[config.mk]
export PLATFORM = sky130hd
export DESIGN_NAME = frame_bitmap_allocator_unit
export DESIGN_NICKNAME = d
export VERILOG_FILES = /design/src/rtl/core/fba_pkg.sv /design/src/rtl/core/fba_bitmap_ram.sv /design/src/rtl/core/frame_bitmap_allocator_unit.sv
export SDC_FILE = /design/constraint.sdc
export NUM_CORES = 2
export LEC_CHECK = 0
export BUFFER_PORTS_ARGS = -buffer_cell sky130_fd_sc_hd__buf_2
export CORE_MARGIN = 1
export CORE_UTILIZATION = 35
export DETAILED_ROUTE_END_ITERATION = 12
export PLACE_DENSITY_LB_ADDON = 0.2
export SLEW_MARGIN = 30
export SYNTH_ARGS = -nofsm -noshare
export SYNTH_HDL_FRONTEND = slang
export SYNTH_HIERARCHICAL = 1
export SYNTH_SLANG_ARGS = --single-unit
[constraint.sdc]
create_clock -name aclk -period 9.4 [get_ports aclk]
set_clock_uncertainty 0.2 [all_clocks]
set_input_delay 0.47 -clock aclk [delete_from_list [all_inputs] [get_ports aclk]]
set_output_delay 0.47 -clock aclk [all_outputs]
set_load 0.02 [all_outputs]
[src/rtl/core/fba_pkg.sv]
// ---------------------------------------------------------------------------
// fba_pkg - frame bitmap allocator shared definitions
// Field widths, request and status codes, and controller state encoding.
// ---------------------------------------------------------------------------
`default_nettype none

package fba_pkg;

    localparam int unsigned NUM_FRAMES_DEFAULT = 4096;
    localparam int unsigned WORD_BITS          = 32;
    localparam int unsigned PAGE_SHIFT         = 12;
    localparam int unsigned ADDR_W             = 32;
    localparam int unsigned FRAME_W            = 20;
    localparam int unsigned IN_TDATA_W         = 56;
    localparam int unsigned OUT_TDATA_W        = 32;

    typedef enum logic [1:0] {
        FUNC_ALLOC = 2'd0,
        FUNC_MAP   = 2'd1,
        FUNC_MARK  = 2'd2
    } func_t;

    typedef enum logic [2:0] {
        STATUS_MAPPED  = 3'd0,
        STATUS_ALREADY = 3'd1,
        STATUS_NOFREE  = 3'd2,
        STATUS_RANGE   = 3'd3,
        STATUS_MARKED  = 3'd4
    } status_t;

    typedef enum logic [2:0] {
        FSM_CLEAR,
        FSM_IDLE,
        FSM_SCAN,
        FSM_MARK,
        FSM_RESULT
    } fsm_t;

endpackage

`default_nettype wire

[src/rtl/core/fba_bitmap_ram.sv]
// ---------------------------------------------------------------------------
// fba_bitmap_ram - bitmap word store
// One write port, one read port, registered read data.
// ---------------------------------------------------------------------------
`default_nettype none

module fba_bitmap_ram #(
    parameter int unsigned DEPTH = 128,
    parameter int unsigned AW    = 7
) (
    input  wire logic                             aclk,
    input  wire logic                             wr_en,
    input  wire logic [AW-1:0]                    wr_addr,
    input  wire logic [fba_pkg::WORD_BITS-1:0]    wr_data,
    input  wire logic                             rd_en,
    input  wire logic [AW-1:0]                    rd_addr,
    output logic      [fba_pkg::WORD_BITS-1:0]    rd_data
);

    logic [fba_pkg::WORD_BITS-1:0] mem [DEPTH];
    logic [fba_pkg::WORD_BITS-1:0] rd_data_reg;

    always_ff @(posedge aclk) begin
        if (wr_en) begin
            mem[wr_addr] <= wr_data;
        end
    end

    always_ff @(posedge aclk) begin
        if (rd_en) begin
            rd_data_reg <= mem[rd_addr];
        end
    end

    assign rd_data = rd_data_reg;

endmodule

`default_nettype wire

[src/rtl/core/frame_bitmap_allocator_unit.sv]
// ---------------------------------------------------------------------------
// frame_bitmap_allocator_unit - first-fit physical frame allocator
// Used/free bitmap of 4 KiB frames in a word memory; allocates the lowest
// free frame, maps a given address or marks an address's frame used.
// ---------------------------------------------------------------------------
//  channel | dir | ports                         | payload
//  s_      | in  | s_tvalid s_tready s_tdata[55:0] | request
//  m_      | out | m_tvalid m_tready m_tdata[31:0] | result
//
// Sequencing: one request at a time. Already-mapped / range / unused codes
// go straight to the result state, map and mark add a memory read and write
// back, allocate scans bitmap words (one word per cycle through the single
// read port), up to FRAME_WORDS, and writes back the word with a free bit.
// Reset: a clearing pass writes zero to all FRAME_WORDS words, s_tready
// stays low meanwhile.
// Stalls: a finished result holds in the output register; the next request
// is taken while it waits and completes once the register frees up.
// ---------------------------------------------------------------------------
`default_nettype none

module frame_bitmap_allocator_unit #(
    parameter int unsigned NUM_FRAMES = fba_pkg::NUM_FRAMES_DEFAULT
) (
    input  wire logic                               aclk,
    input  wire logic                               aresetn,
    input  wire logic                               s_tvalid,
    output logic                                    s_tready,
    // func[1:0], paddr[33:2], entry_frame[53:34], kernel_flag[54],
    // write_flag[55]
    input  wire logic [fba_pkg::IN_TDATA_W-1:0]     s_tdata,
    output logic                                    m_tvalid,
    input  wire logic                               m_tready,
    // status[2:0], frame_number[22:3], present[23], writable[24],
    // user_mode[25], zero[31:26]
    output logic      [fba_pkg::OUT_TDATA_W-1:0]    m_tdata
);

    localparam int unsigned FRAME_WORDS = (NUM_FRAMES + 31) / 32;
    localparam int unsigned WORD_AW     = (FRAME_WORDS > 1) ? $clog2(FRAME_WORDS) : 1;
    localparam int unsigned TAIL_BITS   = NUM_FRAMES % 32;
    localparam logic [31:0] TAIL_MASK   =
        (TAIL_BITS == 0) ? 32'd0 : ~((32'd1 << TAIL_BITS) - 32'd1);
    localparam logic [WORD_AW-1:0] LAST_WORD = WORD_AW'(FRAME_WORDS - 1);
    localparam logic [fba_pkg::FRAME_W:0] NUM_FRAMES_L = (fba_pkg::FRAME_W + 1)'(NUM_FRAMES);

    // request fields
    logic [1:0]                   s_func;
    logic [fba_pkg::FRAME_W-1:0]  s_addr_frame;
    logic [fba_pkg::FRAME_W-1:0]  s_entry;
    logic                         s_kernel;
    logic                         s_wr;
    logic                         s_in_range;

    assign s_func       = s_tdata[1:0];
    assign s_addr_frame = s_tdata[33:14];
    assign s_entry      = s_tdata[53:34];
    assign s_kernel     = s_tdata[54];
    assign s_wr         = s_tdata[55];
    assign s_in_range   = {1'b0, s_addr_frame} < NUM_FRAMES_L;

    fba_pkg::fsm_t                state_reg, state_next;
    logic [WORD_AW-1:0]           ptr_reg, ptr_next;
    fba_pkg::status_t             status_reg, status_next;
    logic [fba_pkg::FRAME_W-1:0]  frame_reg, frame_next;
    logic [fba_pkg::FRAME_W-1:0]  req_frame_reg, req_frame_next;
    logic                         req_map_reg, req_map_next;
    logic                         req_kernel_reg, req_kernel_next;
    logic                         req_wr_reg, req_wr_next;

    logic                         m_valid_reg, m_valid_next;
    fba_pkg::status_t             m_status_reg, m_status_next;
    logic [fba_pkg::FRAME_W-1:0]  m_frame_reg, m_frame_next;
    logic                         m_flags_en;
    logic                         m_present_reg, m_writable_reg, m_user_reg;

    // memory port signals
    logic                         wr_en, rd_en;
    logic [WORD_AW-1:0]           wr_addr, rd_addr;
    logic [31:0]                  wr_data, rd_data;

    // scan word: out-of-range tail bits read as used
    logic [31:0]                  scan_word;
    logic [31:0]                  free_bits;
    logic                         free_found;
    logic [4:0]                   free_idx;
    logic                         s_xfer;
    logic                         out_free;

    assign s_xfer   = s_tvalid && s_tready;
    assign out_free = !m_valid_reg || m_tready;

    assign scan_word  = rd_data | ((ptr_reg == LAST_WORD) ? TAIL_MASK : 32'd0);
    assign free_bits  = ~scan_word;
    assign free_found = |free_bits;

    always_comb begin
        free_idx = 5'd0;
        for (int i = 31; i >= 0; i--) begin
            if (free_bits[i]) begin
                free_idx = 5'(i);
            end
        end
    end

    fba_bitmap_ram #(
        .DEPTH (FRAME_WORDS),
        .AW    (WORD_AW)
    ) u_ram (
        .aclk    (aclk),
        .wr_en   (wr_en),
        .wr_addr (wr_addr),
        .wr_data (wr_data),
        .rd_en   (rd_en),
        .rd_addr (rd_addr),
        .rd_data (rd_data)
    );

    always_ff @(posedge aclk) begin
        if (!aresetn) begin
            state_reg   <= fba_pkg::FSM_CLEAR;
            ptr_reg     <= '0;
            m_valid_reg <= 1'b0;
        end else begin
            state_reg   <= state_next;
            ptr_reg     <= ptr_next;
            m_valid_reg <= m_valid_next;
        end
    end

    always_ff @(posedge aclk) begin
        status_reg     <= status_next;
        frame_reg      <= frame_next;
        req_frame_reg  <= req_frame_next;
        req_map_reg    <= req_map_next;
        req_kernel_reg <= req_kernel_next;
        req_wr_reg     <= req_wr_next;
        m_status_reg   <= m_status_next;
        m_frame_reg    <= m_frame_next;
        if (m_flags_en) begin
            m_present_reg  <= (status_reg == fba_pkg::STATUS_MAPPED);
            m_writable_reg <= (status_reg == fba_pkg::STATUS_MAPPED) && req_wr_reg;
            m_user_reg     <= (status_reg == fba_pkg::STATUS_MAPPED) && !req_kernel_reg;
        end
    end

    always_comb begin
        state_next      = state_reg;
        ptr_next        = ptr_reg;
        status_next     = status_reg;
        frame_next      = frame_reg;
        req_frame_next  = req_frame_reg;
        req_map_next    = req_map_reg;
        req_kernel_next = req_kernel_reg;
        req_wr_next     = req_wr_reg;
        m_valid_next    = m_valid_reg && !m_tready;
        m_status_next   = m_status_reg;
        m_frame_next    = m_frame_reg;
        m_flags_en      = 1'b0;
        s_tready        = 1'b0;
        wr_en           = 1'b0;
        wr_addr         = ptr_reg;
        wr_data         = 32'd0;
        rd_en           = 1'b0;
        rd_addr         = '0;

        case (state_reg)
            fba_pkg::FSM_CLEAR: begin
                wr_en = 1'b1;
                if (ptr_reg == LAST_WORD) begin
                    ptr_next   = '0;
                    state_next = fba_pkg::FSM_IDLE;
                end else begin
                    ptr_next = ptr_reg + 1'b1;
                end
            end

            fba_pkg::FSM_IDLE: begin
                s_tready = 1'b1;
                if (s_xfer) begin
                    req_frame_next  = s_addr_frame;
                    req_kernel_next = s_kernel;
                    req_wr_next     = s_wr;
                    req_map_next    = (s_func == fba_pkg::FUNC_MAP);
                    frame_next      = '0;
                    state_next      = fba_pkg::FSM_RESULT;
                    case (s_func)
                        fba_pkg::FUNC_ALLOC: begin
                            if (s_entry != '0) begin
                                status_next = fba_pkg::STATUS_ALREADY;
                            end else begin
                                rd_en      = 1'b1;
                                rd_addr    = '0;
                                ptr_next   = '0;
                                state_next = fba_pkg::FSM_SCAN;
                            end
                        end
                        fba_pkg::FUNC_MAP, fba_pkg::FUNC_MARK: begin
                            if ((s_func == fba_pkg::FUNC_MAP) && (s_entry != '0)) begin
                                status_next = fba_pkg::STATUS_ALREADY;
                            end else if (s_in_range) begin
                                rd_en      = 1'b1;
                                rd_addr    = WORD_AW'(s_addr_frame >> 5);
                                state_next = fba_pkg::FSM_MARK;
                            end else begin
                                status_next = fba_pkg::STATUS_RANGE;
                            end
                        end
                        default: begin
                            status_next = fba_pkg::STATUS_RANGE;
                        end
                    endcase
                end
            end

            fba_pkg::FSM_SCAN: begin
                if (free_found) begin
                    wr_en       = 1'b1;
                    wr_addr     = ptr_reg;
                    wr_data     = rd_data | (32'd1 << free_idx);
                    status_next = fba_pkg::STATUS_MAPPED;
                    frame_next  = fba_pkg::FRAME_W'({ptr_reg, free_idx});
                    state_next  = fba_pkg::FSM_RESULT;
                end else if (ptr_reg == LAST_WORD) begin
                    status_next = fba_pkg::STATUS_NOFREE;
                    state_next  = fba_pkg::FSM_RESULT;
                end else begin
                    rd_en    = 1'b1;
                    rd_addr  = ptr_reg + 1'b1;
                    ptr_next = ptr_reg + 1'b1;
                end
            end

            fba_pkg::FSM_MARK: begin
                wr_en      = 1'b1;
                wr_addr    = WORD_AW'(req_frame_reg >> 5);
                wr_data    = rd_data | (32'd1 << req_frame_reg[4:0]);
                state_next = fba_pkg::FSM_RESULT;
                if (req_map_reg) begin
                    status_next = fba_pkg::STATUS_MAPPED;
                    frame_next  = req_frame_reg;
                end else begin
                    status_next = fba_pkg::STATUS_MARKED;
                end
            end

            fba_pkg::FSM_RESULT: begin
                if (out_free) begin
                    m_valid_next  = 1'b1;
                    m_status_next = status_reg;
                    m_frame_next  = frame_reg;
                    m_flags_en    = 1'b1;
                    state_next    = fba_pkg::FSM_IDLE;
                end
            end

            default: begin
                state_next = fba_pkg::FSM_IDLE;
            end
        endcase
    end

    assign m_tvalid = m_valid_reg;
    assign m_tdata  = {6'd0, m_user_reg, m_writable_reg, m_present_reg,
                       m_frame_reg, m_status_reg};

`ifndef NO_ASSERTIONS
    // one request in flight: after a transfer the input side closes
    a_one_in_flight: assert property (@(posedge aclk) disable iff (!aresetn)
        s_tvalid && s_tready |=> !s_tready)
        else $error("input accepted while a request is in flight");

    // present bit only with a mapped status
    a_present_mapped: assert property (@(posedge aclk) disable iff (!aresetn)
        m_tvalid |-> (m_tdata[23] == (m_tdata[2:0] == fba_pkg::STATUS_MAPPED)))
        else $error("present bit disagrees with status");

    // bitmap written only by clear pass, scan hit or mark
    a_write_states: assert property (@(posedge aclk) disable iff (!aresetn)
        wr_en |-> (state_reg == fba_pkg::FSM_CLEAR || state_reg == fba_pkg::FSM_SCAN ||
                   state_reg == fba_pkg::FSM_MARK))
        else $error("bitmap write outside clear/scan/mark");
`endif

endmodule

`default_nettype wire
Yosys cells after proc, flatten, opt, wreduce, memory -nomap -nowiden:

Memories as Yosys holds them, arrays and structs flattened. A register that Yosys moved wholly into a read port is not among the register bits.
Cells that the tools add are included.

* add/sub/neg operators: 1
* $lt $le $gt $ge: 1
* equal/unequal tests: 19
* shifts and indexed selects: 2
* muxes and demuxes: 88
* bitwise operators: 3
* reduce and logical (&&, ||, !) cells: 24

Operator list (number)
* 2-to-1 mux 5 bit: 32
* 2-to-1 mux 7 bit: 12
* bitwise OR 32 bit: 2
* case mux 32 bit (2 select lines): 1
* << shifter 1 x 5 -> 32 bit (first input constant): 2
* 2-to-1 mux 20 bit: 3
* case mux 20 bit (3 select lines): 1
* 2-to-1 mux 3 bit: 15
* 2-to-1 mux 32 bit: 1
* NOT 32 bit: 1
* OR reduction 32 bit: 1
* case mux 7 bit (3 select lines): 1
* < comparator 20 x 13 -> 1 bit (second input constant): 1
* nonzero test 20 bit: 1
* inequality test 2 bit (second input constant): 8
* case mux 3 bit (5 select lines): 1
* 2-to-1 mux 1 bit: 14
* case mux 7 bit (2 select lines): 1
* case mux 3 bit (2 select lines): 2
* case mux 3 bit (3 select lines): 1
* AND reduction 4 bit: 2
* adder 7 x 1 -> 7 bit (second input constant): 1
* equality test 7 bit (second input constant): 1
* equality test 3 x 2 -> 1 bit (second input constant): 2
* 18 further kinds: 31

* flip-flop bits (word level): 83
* RAM bits: 4096
* input port bits: 60
* output and inout bits: 34
* word-level logic and storage cells: 153
* memories kept: 1

Memories
* u_ram.mem: words 128, bits a word 32, rd ports 1, clocked after Yosys merged registers in 1, write ports 1, line fba_bitmap_ram.sv:20 `logic [fba_pkg::WORD_BITS-1:0] mem [DEPTH];`

Logic depth before layout (Yosys ltp):

* depth after elaboration: 37
* mapped depth: 16
* depth with buffers taken out: 11

Hierarchy:

Netlist, hierarchy kept.

Modules (own cells, without submodules)
* fba_bitmap_ram: instances 1, cells each 5990, area each 156596.4 µm², sequential area each 123958.9 µm²
* frame_bitmap_allocator_unit: instances 1, cells each 460, area each 4748.3 µm², sequential area each 2382.3 µm²

Worst setup path after synthesis:

OpenSTA, ideal clock, no wires.

* path kind: reg2reg
* from: register u_ram.rd_data_reg (netlist bit u_ram/rd_data[21]) (read register of u_ram.mem)
* to: memory u_ram/mem[0][25] in the netlist's numbering, data pin
* setup time: 1242 ps
* arrival: 6898 ps
* required time: 7958 ps
* slack: 1060 ps
* cell stages (with the launch flop): 7
* buffers on the path: 0
* period minus slack after synthesis: 8340 ps
* cell sequence: edfxtp_1 -> nor2b_1 -> a311oi_1 -> o21ai_1 -> a221o_2 -> and2_1 -> o32ai_1

* word-level cells in the longest chain between the ends: 27
* elaborated cells between the ends (all ways): 28
* those cells by class: 1 x shift; 24 x mux; 2 x bitwise; 1 x reduce/logical

RTL lines
* start, declared: line fba_bitmap_ram.sv:21 `logic [fba_pkg::WORD_BITS-1:0] rd_data_reg;`
* NOT 32 bit *: line frame_bitmap_allocator_unit.sv:93 `assign free_bits = ~scan_word;`
* 2-to-1 mux 5 bit (22 in a row): line frame_bitmap_allocator_unit.sv:99 `if (free_bits[i]) begin`
* << shifter 1 x 5 -> 32 bit: line frame_bitmap_allocator_unit.sv:219 `wr_data = rd_data | (32'd1 << free_idx);`
* bitwise OR 32 bit: line frame_bitmap_allocator_unit.sv:219
* 2-to-1 mux 32 bit *: line frame_bitmap_allocator_unit.sv:216 `if (free_found) begin`
* case mux 32 bit (2 select lines) *: line frame_bitmap_allocator_unit.sv:166 `case (state_reg)`
* net wr_data[25]: line frame_bitmap_allocator_unit.sv:79 `logic [31:0] wr_data, rd_data;`
* end, declared: line fba_bitmap_ram.sv:20

The timed path passes the listed nets; every way through them passes the cells marked *.

Final worst setup path:

* from: register u_ram.rd_data_reg (netlist bit u_ram/rd_data[1]) (read register of u_ram.mem)
* to: register u_ram.rd_data_reg (netlist bit u_ram/rd_data[15]) (read register of u_ram.mem), data pin

* word-level cells in the longest chain between the ends: 4
* elaborated cells between the ends (all ways): 6
* those cells by class: 4 x mux; 1 x bitwise; 1 x reduce/logical

RTL lines
* NOT 32 bit: line frame_bitmap_allocator_unit.sv:93
* OR reduction 32 bit: line frame_bitmap_allocator_unit.sv:94 `assign free_found = |free_bits;`
* 2-to-1 mux 7 bit: line frame_bitmap_allocator_unit.sv:216
* case mux 7 bit (2 select lines): line frame_bitmap_allocator_unit.sv:166
* net rd_addr[0]: line frame_bitmap_allocator_unit.sv:78 `logic [WORD_AW-1:0] wr_addr, rd_addr;`

The timed path passes the listed nets, and every way through them passes these cells.
A chain may end at the register's enable or synchronous reset.

==> impl_metrics.toml <==
[global_route]
grt.total_usage = 0.183
grtUsageMet1 = 0.260
antenna_found_initial = 63
grt_overflow_total = 0
grt_use_met3 = 0.0281
grt-busiest-layer = "met2"
grt_max_degree = 120
grt_pass1_wl_um = 599000
first_global_vias = 75800
grt.met2_usage = 0.299

[clock_network]
clock_latency_ps = 990
clk_path_buf_depth = 4
numCtsBuffers = 424
ctsHtreeMaxLevel = 5
cts.clk_slew.worst_paths_ps = 60
cts_tree = "yes"
clock-sinks = 4211
cts_setup_buffers = 0
root_buffer = "clkbuf_16"

[critical_path]
r2r_start = "u_ram/rd_data[1]"
cp_common_cell = "mux4_2"
rrSetupSlack_ps = 3030
cp_num_buf_inv = 4
rr_worst_depth = 13
cp_max_fo = 20
critPathLaunchType = "flip-flop"
cp_slowest_cell = "mux4_2"
cp.depth = 13
arrival_ps = 6910
r2r_end = "u_ram/rd_data[15]"
critical_path_class = "flip-flop to flip-flop"
cpPeakStageDelay_ps = 620
cp-endpoint = "u_ram/rd_data[15]"
path_delay_family = "multiplexers"
startpoint = "u_ram/rd_data[1]"
worstPathRequired_ps = 9940
crit_path_end_kind = "flip-flop"
worstPathCellList = "nand4_1 > nor2_2 > nand3_4 > or3_1 > o2bb2ai_4 > buf_16 > buf_12 > buf_12 > buf_4 > mux4_2 > mux4_2 > mux4_2 > mux2_2"

[power_and_ir_drop]
switchingPower_mw = 7.31
internal-power_mw = 30.3
power_density_nw_per_um2 = 202
p_leak_nw = 55.6
p_comb_frac = 0.008
vdd_drop_max_v = 0.000132
seqPwrFrac = 0.543
power.share.clock = 0.449
p_sw_frac = 0.195

[die]
core_area_um2 = 458000
num_rows = 248
die_h_um = 681
start_util = 0.353
pin_count = 94
dieArea_um2 = 464000
die_w_um = 681

[synth]
ys.flop_type = "edfxtp_1"
async_flop_share = 0
yosys-top-cells-area = "edfxtp_1 (78%), mux4_2 (19%), clkbuf_1 (0.45%), nor2_1 (0.39%), buf_2 (0.26%)"
yosys.area.top_type = "edfxtp_1"
synth_cells = 6450
synth_top_area_share = 0.782
yosysUniqueCellTypes = 77
avgSynthCellArea_um2 = 25.0
syn_area_um2 = 161000
yosys_register_bits = 4211
ys_seq_area_frac = 0.783
synth_edf_count = 4200
yosysWarningCount = 6

[drt]
drc = 66
wl_per_cell_um = 32.0
dr.first_iter.drc_count = 8709
antenna_left = 0
vias = 73200
viasPerCell = 5.44
wl_um = 430000
detail_route.first_pass.iterations = 10

[placed_design]
post-dp-hpwl_um = 233000
place_congestion = 0.846
port_buffers = 75

[sta]
period_minus_slack_ps = 6370
fmax_ghz = 0.157
relSlewSlack = 0.287
fin_crit_sh = 0.677
slew_viol_final = 0
holdWs_ps = 105
setup_tns_ps = 0
setup_viol = 0
worst_slew_pin_slew_ps = 1070
finalHoldViolCount = 0
rsz0062_at_grt = "no"

[flow_run]
max_cap_violations = 0

[run_status]
status = "finished, violations left"
violations = "DRC"

[final_layout]
num-fill-cells = 39500
multi_input_area_um2 = 35000
nNetsFinal = 6989
largest_reg_flops = 4096
drive_above_1_share = 0.344
syn2layout_area_growth_pct = 15.5
regArea_um2 = 126000

[min_path]
min_path_type = "primary input to flip-flop"
final cells by class:
type | instances | share of cell area
clock inverters | 269 | 0.0146
multi-input cells | 1884 | 0.188
diodes | 38 | 0.000510
repair buffers | 388 | 0.0185
inverters | 16 | 0.000322
well taps | 6125 | 0.0411
flip-flops and latches | 4211 | 0.678
clock buffers | 513 | 0.0594
per-stage QoR:
step                setup slack (ps)  cells   util  total power [mW]  instance area, um^2
floorplan                       1060   6455      -              20.9               161000
global placement                2730  12600  0.375              21.1               172000
detailed placement              2920  12600  0.376              21.1               172000
CTS                             2900  13400  0.407              37.9               186000
global route                    2790  13400  0.407              38.6               186000
finish                          3030  13400  0.407              37.6               186000
cell usage in the layout (no fill, tap or decap), types with 13 or more instances in the layout:
| cell | n |
|---|---|
| nor2_1 | 47 |
| clkbuf_1 | 83 |
| clkinv_1 | 114 |
| nand3_1 | 26 |
| edfxtp_1 | 4200 |
| clkinv_2 | 66 |
| mux4_2 | 1344 |
| diode_2 | 38 |
| clkbuf_16 | 430 |
| nor2b_1 | 20 |
| clkinvlp_4 | 13 |
| inv_1 | 15 |
| nor2_4 | 119 |
| mux2_2 | 32 |
| bufinv_16 | 52 |
| a221o_4 | 15 |
| nand2_1 | 59 |
| buf_2 | 75 |
| nand4_1 | 13 |
| inv_6 | 13 |
| buf_12 | 35 |
| a21oi_1 | 24 |
| dlygate4sd3_1 | 45 |
| buf_4 | 223 |
worst min path at each step:
stage / cells past startpoint / end / slack, ps / start
6_report: 2 / req_frame_reg[2] / 100 / s_tdata[16]
5_1_grt: 2 / req_frame_reg[2] / 40 / s_tdata[16]
4_1_cts: 2 / req_frame_reg[2] / 7 / s_tdata[16]
3_5_place_dp: 0 / m_frame_reg[8] / 200 / frame_reg[8]
3_3_place_gp: 0 / m_frame_reg[19] / 200 / frame_reg[19]
2_1_floorplan: 0 / m_frame_reg[0] / 200 / frame_reg[0]
logic make-up after synthesis:
family | after synthesis | share of synthesized area
DFF | 4211 | 0.783
muxes | 1384 | 0.190
and+or+nand+nor | 367 | 0.0109
buffers and inverters | 360 | 0.00949
AOI/OAI and AO/OA | 118 | 0.00565
xor gates and xnor gates | 5 | 0.000271
adders and majority gates | 4 | 0.000310
other | 1 | 0.0000232
synth_stat cells (3+ instances only):
cell,number
a2111oi_0,4
a21oi_1,24
a221o_1,15
a22o_1,3
a31oi_1,6
and2_1,3
and3_1,12
buf_1,52
buf_2,84
buf_4,12
buf_6,4
clkbuf_1,192
dfxtp_1,11
edfxtp_1,4200
ha_1,4
inv_1,16
mux2_2,32
mux2i_1,8
mux4_2,1344
nand2_1,63
nand2b_1,6
nand3_1,30
nand3b_1,4
nand4_1,13
nand4_2,3
nor2_1,166
nor2b_1,21
nor3_1,18
nor4_1,4
o21ai_0,11
o22ai_1,13
o2bb2ai_1,5
o32ai_1,4
or3_1,3
or4_1,4
xnor2_1,4
timing repair:
action                                 in CTS  in global routing
gates resized for setup                     0                  0
hold buffers                               45                  0
endpoints found under the hold margin      41                  0
power by group through the flow:
stage | logic, mW | clock network (mW) | registers (mW)
after CTS | 0.289 | 17.2 | 20.4
after global routing | 0.295 | 17.9 | 20.4
after detailed placement | 0.270 | 0 | 20.8
final | 0.287 | 16.9 | 20.4
after floorplan | 0.112 | 0 | 20.8
after global placement | 0.268 | 0 | 20.8
routing by layer:
metal	vias to the layer above	share of wire
met5	-	0
met1	40900	0.43
met4	0	0.024
met3	516	0.064
li1	29200	-
met2	2494	0.48
Power figures use the tool's default switching activity.
